## src/hw/rtl/lrs_pkg.sv

```systemverilog
// ----------------------------------------------------------------------------
// lrs_pkg: shared types and constants of the link recovery supervisor
// Register indexes, reset values, counter limits and the recovery cause code.
// ----------------------------------------------------------------------------
`default_nettype none

package lrs_pkg;

    localparam int unsigned CFG_IDX_W  = 2;
    localparam int unsigned CFG_DATA_W = 16;
    localparam int unsigned TIMER_W    = 17;
    localparam int unsigned MS_W       = 16;
    localparam int unsigned ERR_W      = 8;

    localparam logic [TIMER_W-1:0] TIMER_MAX = {TIMER_W{1'b1}};
    localparam logic [ERR_W-1:0]   ERR_MAX   = {ERR_W{1'b1}};

    localparam logic [MS_W-1:0]  RST_ERROR_WINDOW  = 16'd5000;
    localparam logic [ERR_W-1:0] RST_ERROR_THRESH  = 8'd3;
    localparam logic [MS_W-1:0]  RST_FORCED_INTVL  = 16'd10000;
    localparam logic [MS_W-1:0]  RST_INACT_TIMEOUT = 16'd2500;

    typedef enum logic [CFG_IDX_W-1:0] {
        REG_ERROR_WINDOW  = 2'd0,
        REG_ERROR_THRESH  = 2'd1,
        REG_FORCED_INTVL  = 2'd2,
        REG_INACT_TIMEOUT = 2'd3
    } t_reg_idx;

    typedef enum logic [1:0] {
        CAUSE_NONE     = 2'd0,
        CAUSE_ERRORS   = 2'd1,
        CAUSE_FORCED   = 2'd2,
        CAUSE_INACTIVE = 2'd3
    } t_cause;

    typedef struct packed {
        logic [MS_W-1:0]  error_window_ms;
        logic [ERR_W-1:0] error_threshold;
        logic [MS_W-1:0]  forced_interval_ms;
        logic [MS_W-1:0]  inactivity_timeout_ms;
    } t_cfg;

endpackage

`default_nettype wire

```

## src/hw/rtl/lrs_in_if.sv

```systemverilog
// ----------------------------------------------------------------------------
// lrs_in_if: tick channel
// One transaction is one millisecond tick with its activity and error marks.
// ----------------------------------------------------------------------------
`default_nettype none

interface lrs_in_if;
    logic valid;
    logic ready;
    logic activity_seen;
    logic error_seen;

    modport source (output valid, output activity_seen, output error_seen, input ready);
    modport sink   (input valid, input activity_seen, input error_seen, output ready);
endinterface

`default_nettype wire

```

## src/hw/rtl/lrs_out_if.sv

```systemverilog
// ----------------------------------------------------------------------------
// lrs_out_if: result channel
// One transaction per tick: recovery request, its cause and the error count.
// ----------------------------------------------------------------------------
`default_nettype none

interface lrs_out_if;
    logic                       valid;
    logic                       ready;
    logic                       recover;
    lrs_pkg::t_cause            cause;
    logic [lrs_pkg::ERR_W-1:0]  errors_now;

    modport source (output valid, output recover, output cause, output errors_now,
                    input ready);
    modport sink   (input valid, input recover, input cause, input errors_now,
                    output ready);
endinterface

`default_nettype wire

```

## src/hw/rtl/lrs_cfg_regs.sv

```systemverilog
// ----------------------------------------------------------------------------
// lrs_cfg_regs: configuration register file
// Four write-only registers loaded through a plain indexed write port.
// ----------------------------------------------------------------------------
`default_nettype none

module lrs_cfg_regs (
    input  wire logic                             i_clk,
    input  wire logic                             i_rst_n,
    input  wire logic                             i_cfg_we,
    input  wire logic [lrs_pkg::CFG_IDX_W-1:0]    i_cfg_idx,
    input  wire logic [lrs_pkg::CFG_DATA_W-1:0]   i_cfg_data,
    output lrs_pkg::t_cfg                         o_cfg
);

    lrs_pkg::t_cfg r_cfg;

    always_ff @(posedge i_clk) begin
        if (!i_rst_n) begin
            r_cfg.error_window_ms       <= lrs_pkg::RST_ERROR_WINDOW;
            r_cfg.error_threshold       <= lrs_pkg::RST_ERROR_THRESH;
            r_cfg.forced_interval_ms    <= lrs_pkg::RST_FORCED_INTVL;
            r_cfg.inactivity_timeout_ms <= lrs_pkg::RST_INACT_TIMEOUT;
        end else if (i_cfg_we) begin
            case (lrs_pkg::t_reg_idx'(i_cfg_idx))
                lrs_pkg::REG_ERROR_WINDOW: begin
                    r_cfg.error_window_ms <= i_cfg_data[lrs_pkg::MS_W-1:0];
                end
                lrs_pkg::REG_ERROR_THRESH: begin
                    r_cfg.error_threshold <= i_cfg_data[lrs_pkg::ERR_W-1:0];
                end
                lrs_pkg::REG_FORCED_INTVL: begin
                    r_cfg.forced_interval_ms <= i_cfg_data[lrs_pkg::MS_W-1:0];
                end
                lrs_pkg::REG_INACT_TIMEOUT: begin
                    r_cfg.inactivity_timeout_ms <= i_cfg_data[lrs_pkg::MS_W-1:0];
                end
                default: begin
                end
            endcase
        end
    end

    assign o_cfg = r_cfg;

endmodule

`default_nettype wire

```

## src/hw/rtl/lrs_tick_core.sv

```systemverilog
// ----------------------------------------------------------------------------
// lrs_tick_core: timer and error count state with the per-tick update
// Computes one tick's result from the held state and commits it on accept.
// ----------------------------------------------------------------------------
`default_nettype none

module lrs_tick_core (
    input  wire logic                         i_clk,
    input  wire logic                         i_rst_n,
    input  wire logic                         i_accept,
    input  wire logic                         i_activity_seen,
    input  wire logic                         i_error_seen,
    input  wire lrs_pkg::t_cfg                i_cfg,
    output logic                              o_recover,
    output lrs_pkg::t_cause                   o_cause,
    output logic [lrs_pkg::ERR_W-1:0]         o_errors_now
);

    logic [lrs_pkg::TIMER_W-1:0] r_since_activity, n_since_activity;
    logic [lrs_pkg::TIMER_W-1:0] r_since_forced,   n_since_forced;
    logic [lrs_pkg::TIMER_W-1:0] r_since_window,   n_since_window;
    logic [lrs_pkg::ERR_W-1:0]   r_error_total,    n_error_total;

    logic [lrs_pkg::TIMER_W-1:0] act_base;
    logic [lrs_pkg::TIMER_W-1:0] act_adv;
    logic [lrs_pkg::TIMER_W-1:0] frc_adv;
    logic [lrs_pkg::TIMER_W-1:0] win_adv;
    logic [lrs_pkg::ERR_W-1:0]   err_inc;
    logic                        win_expired;
    logic [lrs_pkg::ERR_W-1:0]   err_kept;
    logic [lrs_pkg::TIMER_W-1:0] win_kept;
    lrs_pkg::t_cause             cause;

    function automatic logic [lrs_pkg::TIMER_W-1:0] sat_inc(
        input logic [lrs_pkg::TIMER_W-1:0] t
    );
        return (t == lrs_pkg::TIMER_MAX) ? t : t + 1'b1;
    endfunction

    always_comb begin
        act_base = i_activity_seen ? '0 : r_since_activity;
        act_adv  = sat_inc(act_base);
        frc_adv  = sat_inc(r_since_forced);
        win_adv  = sat_inc(r_since_window);
        err_inc  = (i_error_seen && (r_error_total != lrs_pkg::ERR_MAX))
                 ? r_error_total + 1'b1 : r_error_total;

        win_expired = win_adv > {1'b0, i_cfg.error_window_ms};
        err_kept    = win_expired ? '0 : err_inc;
        win_kept    = win_expired ? '0 : win_adv;

        n_since_activity = act_adv;
        n_since_forced   = frc_adv;
        n_since_window   = win_kept;
        n_error_total    = err_kept;

        // Only the highest-priority cause fires, and it clears its own timer.
        if (err_kept >= i_cfg.error_threshold) begin
            cause          = lrs_pkg::CAUSE_ERRORS;
            n_error_total  = '0;
            n_since_window = '0;
        end else if (frc_adv > {1'b0, i_cfg.forced_interval_ms}) begin
            cause          = lrs_pkg::CAUSE_FORCED;
            n_since_forced = '0;
        end else if (act_adv > {1'b0, i_cfg.inactivity_timeout_ms}) begin
            cause            = lrs_pkg::CAUSE_INACTIVE;
            n_since_activity = '0;
        end else begin
            cause = lrs_pkg::CAUSE_NONE;
        end
    end

    always_ff @(posedge i_clk) begin
        if (!i_rst_n) begin
            r_since_activity <= '0;
            r_since_forced   <= '0;
            r_since_window   <= '0;
            r_error_total    <= '0;
        end else if (i_accept) begin
            r_since_activity <= n_since_activity;
            r_since_forced   <= n_since_forced;
            r_since_window   <= n_since_window;
            r_error_total    <= n_error_total;
        end
    end

    assign o_recover    = (cause != lrs_pkg::CAUSE_NONE);
    assign o_cause      = cause;
    assign o_errors_now = n_error_total;

endmodule

`default_nettype wire

```

## src/hw/rtl/link_recovery_supervisor.sv

```systemverilog
// ----------------------------------------------------------------------------
// link_recovery_supervisor: watchdog supervisor for a serial link
// Tracks inactivity, forced-interval and error-window timers per tick and
// requests a recovery with a prioritized cause.
// ----------------------------------------------------------------------------
// Each tick transaction yields exactly one result transaction in the cycle after
// it is accepted. A new tick is accepted in every cycle in which the result
// register is empty or its result is being taken, so the sustained rate is one
// tick per clock while results are taken; the timer and error-count update between
// the state registers and the result register is combinational. Configuration
// writes take effect on the next accepted tick and should be issued only while
// no tick is in flight. Reset is synchronous and needs no clearing pass.
`default_nettype none

module link_recovery_supervisor (
    input  wire logic                             i_clk,
    input  wire logic                             i_rst_n,
    input  wire logic                             i_cfg_we,
    input  wire logic [lrs_pkg::CFG_IDX_W-1:0]    i_cfg_idx,
    input  wire logic [lrs_pkg::CFG_DATA_W-1:0]   i_cfg_data,
    lrs_in_if.sink                                i_item,
    lrs_out_if.source                             o_res
);

    lrs_pkg::t_cfg               cfg;
    logic                        accept;
    logic                        core_recover;
    lrs_pkg::t_cause             core_cause;
    logic [lrs_pkg::ERR_W-1:0]   core_errors;

    logic                        r_out_valid;
    logic                        r_recover;
    lrs_pkg::t_cause             r_cause;
    logic [lrs_pkg::ERR_W-1:0]   r_errors_now;

    lrs_cfg_regs u_cfg (
        .i_clk      (i_clk),
        .i_rst_n    (i_rst_n),
        .i_cfg_we   (i_cfg_we),
        .i_cfg_idx  (i_cfg_idx),
        .i_cfg_data (i_cfg_data),
        .o_cfg      (cfg)
    );

    assign i_item.ready = !r_out_valid || o_res.ready;
    assign accept       = i_item.valid && i_item.ready;

    lrs_tick_core u_core (
        .i_clk           (i_clk),
        .i_rst_n         (i_rst_n),
        .i_accept        (accept),
        .i_activity_seen (i_item.activity_seen),
        .i_error_seen    (i_item.error_seen),
        .i_cfg           (cfg),
        .o_recover       (core_recover),
        .o_cause         (core_cause),
        .o_errors_now    (core_errors)
    );

    always_ff @(posedge i_clk) begin
        if (!i_rst_n) begin
            r_out_valid <= 1'b0;
        end else if (accept) begin
            r_out_valid <= 1'b1;
        end else if (o_res.ready) begin
            r_out_valid <= 1'b0;
        end
    end

    always_ff @(posedge i_clk) begin
        if (accept) begin
            r_recover    <= core_recover;
            r_cause      <= core_cause;
            r_errors_now <= core_errors;
        end
    end

    assign o_res.valid      = r_out_valid;
    assign o_res.recover    = r_recover;
    assign o_res.cause      = r_cause;
    assign o_res.errors_now = r_errors_now;

endmodule

`default_nettype wire

```

## src/flat_wrapper.sv

```systemverilog
// flat-port wrapper written by rule: the top's interface ports become plain ports
module link_recovery_supervisor_flat 
  (i_clk, i_rst_n, i_cfg_we, i_cfg_idx, i_cfg_data, i_item_valid, i_item_activity_seen, i_item_error_seen, i_item_ready, o_res_valid, o_res_recover, o_res_cause, o_res_errors_now, o_res_ready);
  lrs_in_if i_item_i ();
  lrs_out_if o_res_i ();
  input  wire logic i_clk;
  input  wire logic i_rst_n;
  input  wire logic i_cfg_we;
  input  wire logic [lrs_pkg::CFG_IDX_W-1:0] i_cfg_idx;
  input  wire logic [lrs_pkg::CFG_DATA_W-1:0] i_cfg_data;
  input wire logic [$bits(i_item_i.valid)-1:0] i_item_valid;
  input wire logic [$bits(i_item_i.activity_seen)-1:0] i_item_activity_seen;
  input wire logic [$bits(i_item_i.error_seen)-1:0] i_item_error_seen;
  output wire logic [$bits(i_item_i.ready)-1:0] i_item_ready;
  output wire logic [$bits(o_res_i.valid)-1:0] o_res_valid;
  output wire logic [$bits(o_res_i.recover)-1:0] o_res_recover;
  output wire logic [$bits(o_res_i.cause)-1:0] o_res_cause;
  output wire logic [$bits(o_res_i.errors_now)-1:0] o_res_errors_now;
  input wire logic [$bits(o_res_i.ready)-1:0] o_res_ready;
  assign i_item_i.valid = i_item_valid;
  assign i_item_i.activity_seen = i_item_activity_seen;
  assign i_item_i.error_seen = i_item_error_seen;
  assign i_item_ready = i_item_i.ready;
  assign o_res_valid = o_res_i.valid;
  assign o_res_recover = o_res_i.recover;
  assign o_res_cause = o_res_i.cause;
  assign o_res_errors_now = o_res_i.errors_now;
  assign o_res_i.ready = o_res_ready;
  link_recovery_supervisor u_core (.i_clk(i_clk), .i_rst_n(i_rst_n), .i_cfg_we(i_cfg_we), .i_cfg_idx(i_cfg_idx), .i_cfg_data(i_cfg_data), .i_item(i_item_i), .o_res(o_res_i));
endmodule
```

## config.mk

```make
export PLATFORM = sky130hd
export DESIGN_NAME = link_recovery_supervisor_flat
export DESIGN_NICKNAME = d
export VERILOG_FILES = /design/src/hw/rtl/lrs_pkg.sv /design/src/hw/rtl/lrs_in_if.sv /design/src/hw/rtl/lrs_out_if.sv /design/src/hw/rtl/lrs_cfg_regs.sv /design/src/hw/rtl/lrs_tick_core.sv /design/src/hw/rtl/link_recovery_supervisor.sv /design/src/flat_wrapper.sv
export SDC_FILE = /design/constraint.sdc
export NUM_CORES = 1
export LEC_CHECK = 0
export ABC_AREA = 1
export BUFFER_PORTS_ARGS = -buffer_cell sky130_fd_sc_hd__clkbuf_2
export CORE_MARGIN = 2
export CORE_UTILIZATION = 40
export CTS_CLUSTER_DIAMETER = 50
export CTS_CLUSTER_SIZE = 24
export DETAILED_ROUTE_END_ITERATION = 16
export GPL_TIMING_DRIVEN = 1
export SLEW_MARGIN = 30
export SYNTH_ARGS = -nofsm -noshare
export SYNTH_HDL_FRONTEND = slang
export SYNTH_HIERARCHICAL = 1
export SYNTH_SLANG_ARGS = --single-unit
```

## constraint.sdc

```tcl
create_clock -name i_clk -period 5.2 [get_ports i_clk]
set_input_delay 1.3 -clock i_clk [delete_from_list [all_inputs] [get_ports i_clk]]
set_output_delay 1.3 -clock i_clk [all_outputs]
set_load 0.01 [all_outputs]
```

==> results of run 1 <==
[per-layer routing]
metal | GRT usage [%] | vias to the layer above | wire length (um)
met5 | 0 | - | 0
met4 | 5.00 | 0 | 184
met3 | 4.09 | 14 | 1120
met2 | 31.5 | 185 | 9540
met1 | 28.3 | 3368 | 10300
li1 | - | 3865 | -
[power by group]
group          total, uW  leakage (uW)  internal, uW  switching [uW]
combinational        232       0.00332          72.7             159
sequential          1040       0.00105          1020            20.0
clock               1200      0.000289           737             468
[repair_timing]
action | CTS | global route
resized for setup | 0 | 1
endpoints found under the hold margin | 0 | 0
setup endpoints to repair | 0 | 12
[worst max-delay path: stages (launching register included)]
cell,delay (ns)
dfxtp_1,0.40
ha_1,0.28
and3_1,0.28
nand4_1,0.13
nor2_2,0.20
inv_2,0.19
nand2_1,0.21
ha_1,0.27
a21oi_1,0.15
o21a_1,0.12
o21ai_0,0.06
a21oi_1,0.14
nand2_1,0.08
nand2_2,0.21
nand2_2,0.17
nor2_1,0.15
ha_1,0.26
inv_1,0.06
nor2_1,0.03
o21ai_0,0.14
nand2_1,0.07
nand2_1,0.06
nand3_1,0.17
inv_2,0.21
nand2_1,0.11
buf_4,0.20
nand3_1,0.07
o21ai_0,0.09
[Yosys cell counts, types with 2 or more instances]
cell	n
clkbuf_1	15
a21oi_2	7
a21oi_1	52
nand2_1	353
nor3_1	20
nor4_1	2
nand3b_1	3
nand2_2	8
o21a_1	4
nor4_4	2
nand3_2	2
o21ai_1	8
nor2_1	126
inv_1	182
edfxtp_1	11
buf_6	4
nor3_2	5
dfxtp_1	116
ha_1	60
nand4_1	26
buf_4	3
nand3_1	92
o21ai_0	22
buf_2	10
inv_2	9
buf_1	5
xnor2_1	10
xor2_1	37
nor2_2	9
mux2i_1	3
[placed cells by master, fill, tap and decap left out, types with 4 or more instances in the layout]
master	count
o21a_1	4
a21oi_1	51
clkbuf_2	37
xnor2_1	10
nand2_2	8
xor2_1	37
edfxtp_1	11
nor2_2	10
nor2_1	125
ha_1	60
buf_4	7
nand3_1	92
o21ai_1	8
nand2_1	353
nor3_1	20
nand4_1	26
a21oi_2	8
clkinv_4	5
inv_2	10
dfxtp_1	116
inv_1	181
o21ai_0	22
clkbuf_16	18
nor3_2	5
[registers in the layout, summed over array words and instances (netlist names)]
name,count
u_core/o_res.cause,2
u_core/o_res.errors_now,8
u_core/o_res.valid,1
u_core/u_core/r_error_total,8
u_core/o_res.recover,1
u_core/u_core/r_since_activity,17
u_core/u_core/r_since_window,17
u_core/u_cfg/o_cfg,56
u_core/u_core/r_since_forced,17
[worst max-delay path by stage]
stage                                                           endpoint  cells past startpoint
after detailed placement                 u_core/o_res.cause[0]$_DFFE_PP_                     23
after CTS                   u_core/u_core/r_since_forced[1]$_SDFFE_PN0P_                     27
final                       u_core/u_core/r_since_forced[1]$_SDFFE_PN0P_                     27
after floorplan           u_core/u_core/r_since_activity[9]$_SDFFE_PN0P_                     27
after global placement      u_core/u_core/r_since_forced[1]$_SDFFE_PN0P_                     27
after global routing         u_core/u_core/r_error_total[4]$_SDFFE_PN0P_                     26
[final cells by class]
cell class                      count  share of cell area [%]
Clock buffer                       20                    5.02
Sequential cell                   127                    29.1
Multi-Input combinational cell    859                    50.2
Timing Repair Buffer               44                    2.61
Tap cell                          270                    3.70
Clock inverter                     12                    1.48
Inverter                          192                    7.93
[kinds of logic after synthesis]
family                     count (synthesis)  share of synthesized area (%)
buffers and inverters                    229                           11.3
adders and majority gates                 60                           9.23
AOI/OAI and AO/OA                         95                           6.46
and+or+nand+nor                          654                           35.0
muxes                                      3                          0.369
DFF                                      127                           32.6
xor gates and xnor gates                  47                           5.06
[per-stage QoR]
step	worst slack [ns]	std cells
floorplan	0.997	1215
global placement	0.537	1492
detailed placement	0.494	1492
CTS	0.483	1524
global route	0.0832	1524
finish	0.576	1524
==> reports/summary.txt, run 1 <==
Outcome = finished, final reports clean
CTS Buf Count = 17
Antenna Violating Nets Remaining = 0
Die ar. = 21500 sq um
Worst setup path start = u_core/u_core/r_since_window[0]$_SDFFE_PN0P_
Fmax = 216 MHz
Clock Skew = 0.0124 ns
Setup Fix Bufs, Post-CTS = 0
Avg WL per Cell = 13.9 um
Pre-antenna DRT Iters = 7
Initial antenna violation count = 0
Multi-input logic area = 4570 sq um
Clk_lat worst skew = 0.42 ns
Total track usage = 20.1%
WHS Path Cells = 2
Sequential area share after synthesis = 32.6%
Grt ovf = 0
Die width = 147 um
Cell area after layout = 9120 sq um
Post-synth EDFFs = 11
Ranking of synthesized cells by area = dfxtp_1, nand2_1, ha_1, inv_1, nor2_1
Pwr per Cell Area = 272 nW/um^2
YS warnings = 6
Post-DP HPWL = 15.5 mm
Total negative slack = 0 ns
Vias per cell = 4.88
Layout cells sized above 1 = 10.0%
CTS H-tree depth = 4
Tcrit/Tclk final = 88.9%
Async SR Flop Fraction = 0%
First-pass GRT wire length = 34.7 mm
Max-slew violation count = 0
Worst Hold End = u_core/u_cfg/o_cfg[47]$_SDFFE_PN1P_
Arr. time, crit path = 4.91 ns
Design Power = 2480 uW
Area growth syn-to-layout = 12.1%
RR Startpoint = u_core/u_core/r_since_window[0]$_SDFFE_PN0P_
Count of cell types in the netlist = 39
Area of the mapped netlist = 8140 sq um
Synth Instances = 1215
Vias = 7432
Reg area = 2650 sq um
CP Launch Type = flip-flop
Leak = 0.00466 uW
Final WL = 21.2 mm
Mapped Avg Cell Area = 6.70 sq um
Core area = 20100 sq um
Final setup viols = 0
Synth area leader = dfxtp_1
Reg2reg end = u_core/u_core/r_since_forced[1]$_SDFFE_PN0P_
Worst-Margin Slew = 0.853 ns
Number of top-level pins = 38
Worst path required time = 5.49 ns
RSZ-0062 raised after global routing = no
Crit-path max FO = 19
Final core occ = 45.4%
Vias in the first global route = 6758
Register bit total from synthesis = 127
Initial Utilization = 40.5%
Final hold vios = 0
Worst hold-check path type = reg2reg
Post-DP Area = 8530 sq um
Hold buffer count at CTS = 0
Std-Cell Rows = 52
R2r setup slk = 0.58 ns
TritonCTS clock tree = yes
Main flop type after synthesis = dfxtp_1
Post-synth top area share = 28.5%
Hold Crit Start = u_core/u_cfg/o_cfg[47]$_SDFFE_PN1P_
Synthesized net count = 1300
Crit path time final = 4.62 ns
Root Driver = clkbuf_16
Max-cap violations = 0
ANT cells = 0
Sink Count = 127
Die span in y = 147 um
1st-iter DRT viols = 642
GPL Wtd Cong = 0.905
# nets final = 1326
Largest net degree at the start of global routing = 57
Reg2Reg Depth = 27
Max clock buf depth = 2
Worst VDD drop = 246 uV
DRC errors left = 0
CP Capture Type = flip-flop
Clock-pin slew on the worst setup and hold paths = 0.06 ns
Number of fill cells = 2068
Final hold slack = 0.455 ns
Setup CP Type = reg2reg
I/O Buffers = 37
Relative slew slack = 43.1%
(Power assumes the default switching activity.)
==> inputs of run 2 (changes only) <==
CORE_UTILIZATION = 55   (was 40)
PLACE_DENSITY = 0.73   (was unset)
==> reports/summary.txt, run 2 (synthesized netlist as in run 1, its figures left out) <==
Outcome = finished, final reports clean
RSZ-0062 raised after global routing = no
Worst-Margin Slew = 0.819 ns
Buffer and inverter count on the worst path = 4
Final hold vios = 0
Worst Hold End = u_core/u_core/r_since_activity[6]$_SDFFE_PN0P_
Tcrit/Tclk final = 89.3%
Area growth syn-to-layout = 11.0%
Vias in the first global route = 7233
Clock-pin slew on the worst setup and hold paths = 0.06 ns
Post-DP HPWL = 14.9 mm
Worst hold-check path type = reg2reg
Std-Cell Rows = 44
First-pass GRT wire length = 34.9 mm
Hold buffer count at CTS = 0
Reg area = 2650 sq um
Initial Utilization = 56.2%
Hold Crit Start = u_core/u_core/r_since_activity[6]$_SDFFE_PN0P_
Max-cap violations = 0
Grt ovf = 0
Vias = 7583
CP Capture Type = flip-flop
Die span in y = 126 um
Max-slew violation count = 0
Final core occ = 62.4%
Total track usage = 27.3%
RR Startpoint = u_core/u_core/r_since_window[0]$_SDFFE_PN0P_
Final cell count without fillers = 1438
# nets final = 1326
R2r setup slk = 0.56 ns
Largest net degree at the start of global routing = 46
Clk_lat worst skew = 0.42 ns
Most common cell after layout, fill and taps aside = nand2_1
Final setup viols = 0
Crit-path max FO = 19
Antenna Violating Nets Remaining = 0
Sink Count = 127
Reg2Reg Depth = 28
Worst VDD drop = 239 uV
I/O Buffers = 37
Clock Skew = 0.00838 ns
Multi-input logic area = 4570 sq um
ANT cells = 0
Pwr per Cell Area = 278 nW/um^2
Total negative slack = 0 ns
Vias per cell = 5.27
CTS Buf Count = 17
Avg WL per Cell = 14.2 um
Max stage delay on crit path = 0.39 ns
Placed Cells = 1406
Final WL = 20.5 mm
CP Launch Type = flip-flop
Leak = 0.00466 uW
Arr. time, crit path = 4.95 ns
Max clock buf depth = 2
Number of top-level pins = 38
WHS Path Cells = 2
CTS H-tree depth = 4
CP delay by family, top = simple AND/OR/NAND/NOR gates
Worst path required time = 5.51 ns
Crit path time final = 4.64 ns
Die ar. = 15800 sq um
TritonCTS clock tree = yes
Setup Fix Bufs, Post-CTS = 0
Relative slew slack = 45.3%
GPL Wtd Cong = 0.947
Final hold slack = 0.455 ns
Root Driver = clkbuf_16
Max FFs per register = 56
Top cell by count, worst path = nand2_1
Pre-antenna DRT Iters = 5
Core area = 14500 sq um
Fmax = 215 MHz
Initial antenna violation count = 0
1st-iter DRT viols = 555
Die width = 126 um
Cts repair resizes = 0
Number of fill cells = 1396
Layout cells sized above 1 = 9.89%
DRC errors left = 0
Setup CP Type = reg2reg
Highest-count cells in the layout ignoring fill and taps = nand2_1, inv_1, nor2_1
Reg2reg end = u_core/u_core/r_since_activity[4]$_SDFFE_PN0P_
CP max stage cell = dfxtp_1
run 2: tightest hold or removal path, delay by kind of cell, from the launching register on:
family / cells / cell delay, ns
flops: 1 / 0.30
simple gates: 2 / 0.11
run 2: metrics by stage:
| stage | instance area (sq um) | total power, uW | worst slack [ns] |
|---|---|---|---|
| 4_1_cts | 9030 | 2530 | 0.601 |
| 6_report | 9030 | 2510 | 0.558 |
| 2_1_floorplan | 8140 | 1220 | 0.997 |
| 3_3_place_gp | 8420 | 1290 | 0.255 |
| 3_5_place_dp | 8420 | 1290 | 0.301 |
| 5_1_grt | 9030 | 2610 | 0.0136 |
run 2: routing by layer:
metal  GRT usage [%]  part of all wire (%)  wire length [um]
met4            9.35                   1.2               238
met2            42.6                    45              9190
met5               0                     0                 0
met3            5.44                   7.7              1570
met1            37.8                    46              9450
run 2: layout make-up:
cell class | count | area share, %
repair buffers | 44 | 2.63
clock inverters | 14 | 1.81
inverters | 192 | 8.01
well taps | 184 | 2.55
multi-input cells | 859 | 50.6
flip-flops and latches | 127 | 29.4
clock buffers | 18 | 4.99
run 2: worst max-delay path by stage:
stage / from / to / cells past startpoint
2_1_floorplan: i_item_activity_seen / u_core/u_core/r_since_activity[9]$_SDFFE_PN0P_ / 27
3_3_place_gp: i_item_activity_seen / u_core/u_core/r_since_activity[9]$_SDFFE_PN0P_ / 25
3_5_place_dp: i_item_activity_seen / u_core/u_core/r_since_activity[4]$_SDFFE_PN0P_ / 25
4_1_cts: u_core/u_core/r_since_window[0]$_SDFFE_PN0P_ / u_core/u_core/r_since_activity[4]$_SDFFE_PN0P_ / 28
5_1_grt: u_core/u_core/r_since_window[0]$_SDFFE_PN0P_ / u_core/u_core/r_since_activity[8]$_SDFFE_PN0P_ / 28
6_report: u_core/u_core/r_since_window[0]$_SDFFE_PN0P_ / u_core/u_core/r_since_activity[4]$_SDFFE_PN0P_ / 28
run 2: report_power, final:
group          internal, uW  switching (uW)  total [uW]
Clock                   779             458        1240
Combinational          73.0             160         233
Sequential             1020            19.7        1040
Total                  1870             638        2510
==> inputs of run 3 (changes only) <==
MAX_ROUTING_LAYER = met4   (was unset)
==> reports/summary.txt, run 3 (synthesized netlist as in run 1, its figures left out) <==
TritonCTS clock tree = yes
First-pass GRT wire length = 34.0 mm
Area growth syn-to-layout = 10.3%
Final core occ = 62.0%
RR Startpoint = u_core/u_core/r_since_window[1]$_SDFFE_PN0P_
Worst path required time = 5.51 ns
Number of top-level pins = 38
Reg2Reg Depth = 28
Worst-Margin Slew = 0.820 ns
I/O Buffers = 37
DRC errors left = 0
Final hold vios = 0
Most common cell after layout, fill and taps aside = nand2_1
Fmax = 220 MHz
Largest net degree at the start of global routing = 47
Core area = 14500 sq um
Pre-antenna DRT Iters = 5
Tcrit/Tclk final = 87.6%
Die width = 126 um
Avg WL per Cell = 14.2 um
Hold Crit Start = u_core/u_core/r_since_activity[9]$_SDFFE_PN0P_
Leak = 0.00464 uW
ANT cells = 0
Pwr per Cell Area = 266 nW/um^2
Max-slew violation count = 0
Clock Skew = 0.00630 ns
Grt ovf = 0
WHS Path Cells = 2
CP Launch Type = flip-flop
Max FFs per register = 56
Cts repair resizes = 0
Max clock buf depth = 2
Setup Fix Bufs, Post-CTS = 0
Total track usage = 27.4%
Crit-path max FO = 19
Relative slew slack = 45.3%
Worst VDD drop = 253 uV
R2r setup slk = 0.65 ns
Vias in the first global route = 6938
Worst Hold End = u_core/u_core/r_since_activity[9]$_SDFFE_PN0P_
Total negative slack = 0 ns
Final setup viols = 0
Max-cap violations = 0
Crit path time final = 4.55 ns
Outcome = finished, final reports clean
Clock-pin slew on the worst setup and hold paths = 0.06 ns
Reg2reg end = u_core/u_core/r_since_activity[11]$_SDFFE_PN0P_
Die span in y = 126 um
Max stage delay on crit path = 0.38 ns
Cell area after layout = 8970 sq um
CTS Buf Count = 17
1st-iter DRT viols = 691
Highest-count cells in the layout ignoring fill and taps = nand2_1, inv_1, nor2_1
Sink Count = 127
Antenna Violating Nets Remaining = 0
Die ar. = 15800 sq um
GPL Wtd Cong = 0.916
CP Capture Type = flip-flop
Post-DP Area = 8420 sq um
Initial antenna violation count = 0
Post-DP HPWL = 15.0 mm
Initial Utilization = 56.2%
Final WL = 20.4 mm
Top cell by count, worst path = nand2_1
CP max stage cell = dfxtp_1
Vias per cell = 5.23
Hold buffer count at CTS = 0
Worst hold-check path type = reg2reg
Vias = 7514
Root Driver = clkbuf_16
RSZ-0062 raised after global routing = no
Arr. time, crit path = 4.86 ns
Std-Cell Rows = 44
# nets final = 1326
Layout cells sized above 1 = 9.98%
CTS H-tree depth = 4
Clk_lat worst skew = 0.42 ns
Setup CP Type = reg2reg
-- run 3: worst max path at each step --
stage                                                             from                                         endpoint  slack, ns  depth (start not counted)
after floorplan                                   i_item_activity_seen   u_core/u_core/r_since_activity[9]$_SDFFE_PN0P_        1.0                         27
after global placement                            i_item_activity_seen  u_core/u_core/r_since_activity[15]$_SDFFE_PN0P_       0.31                         25
after detailed placement                          i_item_activity_seen   u_core/u_core/r_since_activity[7]$_SDFFE_PN0P_       0.31                         25
after CTS                 u_core/u_core/r_since_window[0]$_SDFFE_PN0P_  u_core/u_core/r_since_activity[11]$_SDFFE_PN0P_       0.69                         28
after global routing      u_core/u_core/r_since_window[0]$_SDFFE_PN0P_   u_core/u_core/r_since_activity[7]$_SDFFE_PN0P_       0.17                         28
final                     u_core/u_core/r_since_window[1]$_SDFFE_PN0P_  u_core/u_core/r_since_activity[11]$_SDFFE_PN0P_       0.65                         28
-- run 3: worst max-delay path: cells and delay by family (launching register included) --
family	cells	cell delay, ns
simple gates	17	2.32
fa+ha+maj	3	0.77
flops	1	0.38
buf+inv	4	0.48
compound gates	4	0.50
-- run 3: report_power, final --
group	internal [uW]	switching (uW)	leakage (uW)
Combinational	73.0	159	0.00332
Sequential	1020	19.8	0.00105
Clock	669	441	0.000267
Total	1770	619	0.00464
-- run 3: per-layer routing --
metal	part of all wire (%)	global-route usage (%)	vias to the layer above	routed length, um
met5	0	-	-	0
li1	-	-	3874	-
met1	47	37.9	3360	9660
met2	44	41.3	249	9030
met4	1.9	9.08	0	387
met3	6.3	4.12	31	1280
-- run 3: stage by stage --
stage / setup slack [ns] / power, uW / hold WS [ns] / instances
after floorplan: 0.997 / 1220 / 0.426 / 1215
after global placement: 0.312 / 1290 / 0.438 / 1406
after detailed placement: 0.315 / 1290 / 0.446 / 1406
after CTS: 0.693 / 2400 / 0.457 / 1437
after global routing: 0.170 / 2480 / 0.489 / 1437
final: 0.647 / 2380 / 0.457 / 1437
-- run 3: area by class of cell --
type,count,area [sq um]
clock buffer,21,493
clock inverter,10,60.1
fill,1394,5510
inverter,192,723
multi-input combinational,859,4570
sequential,127,2650
tap,184,230
timing repair buffer,44,238
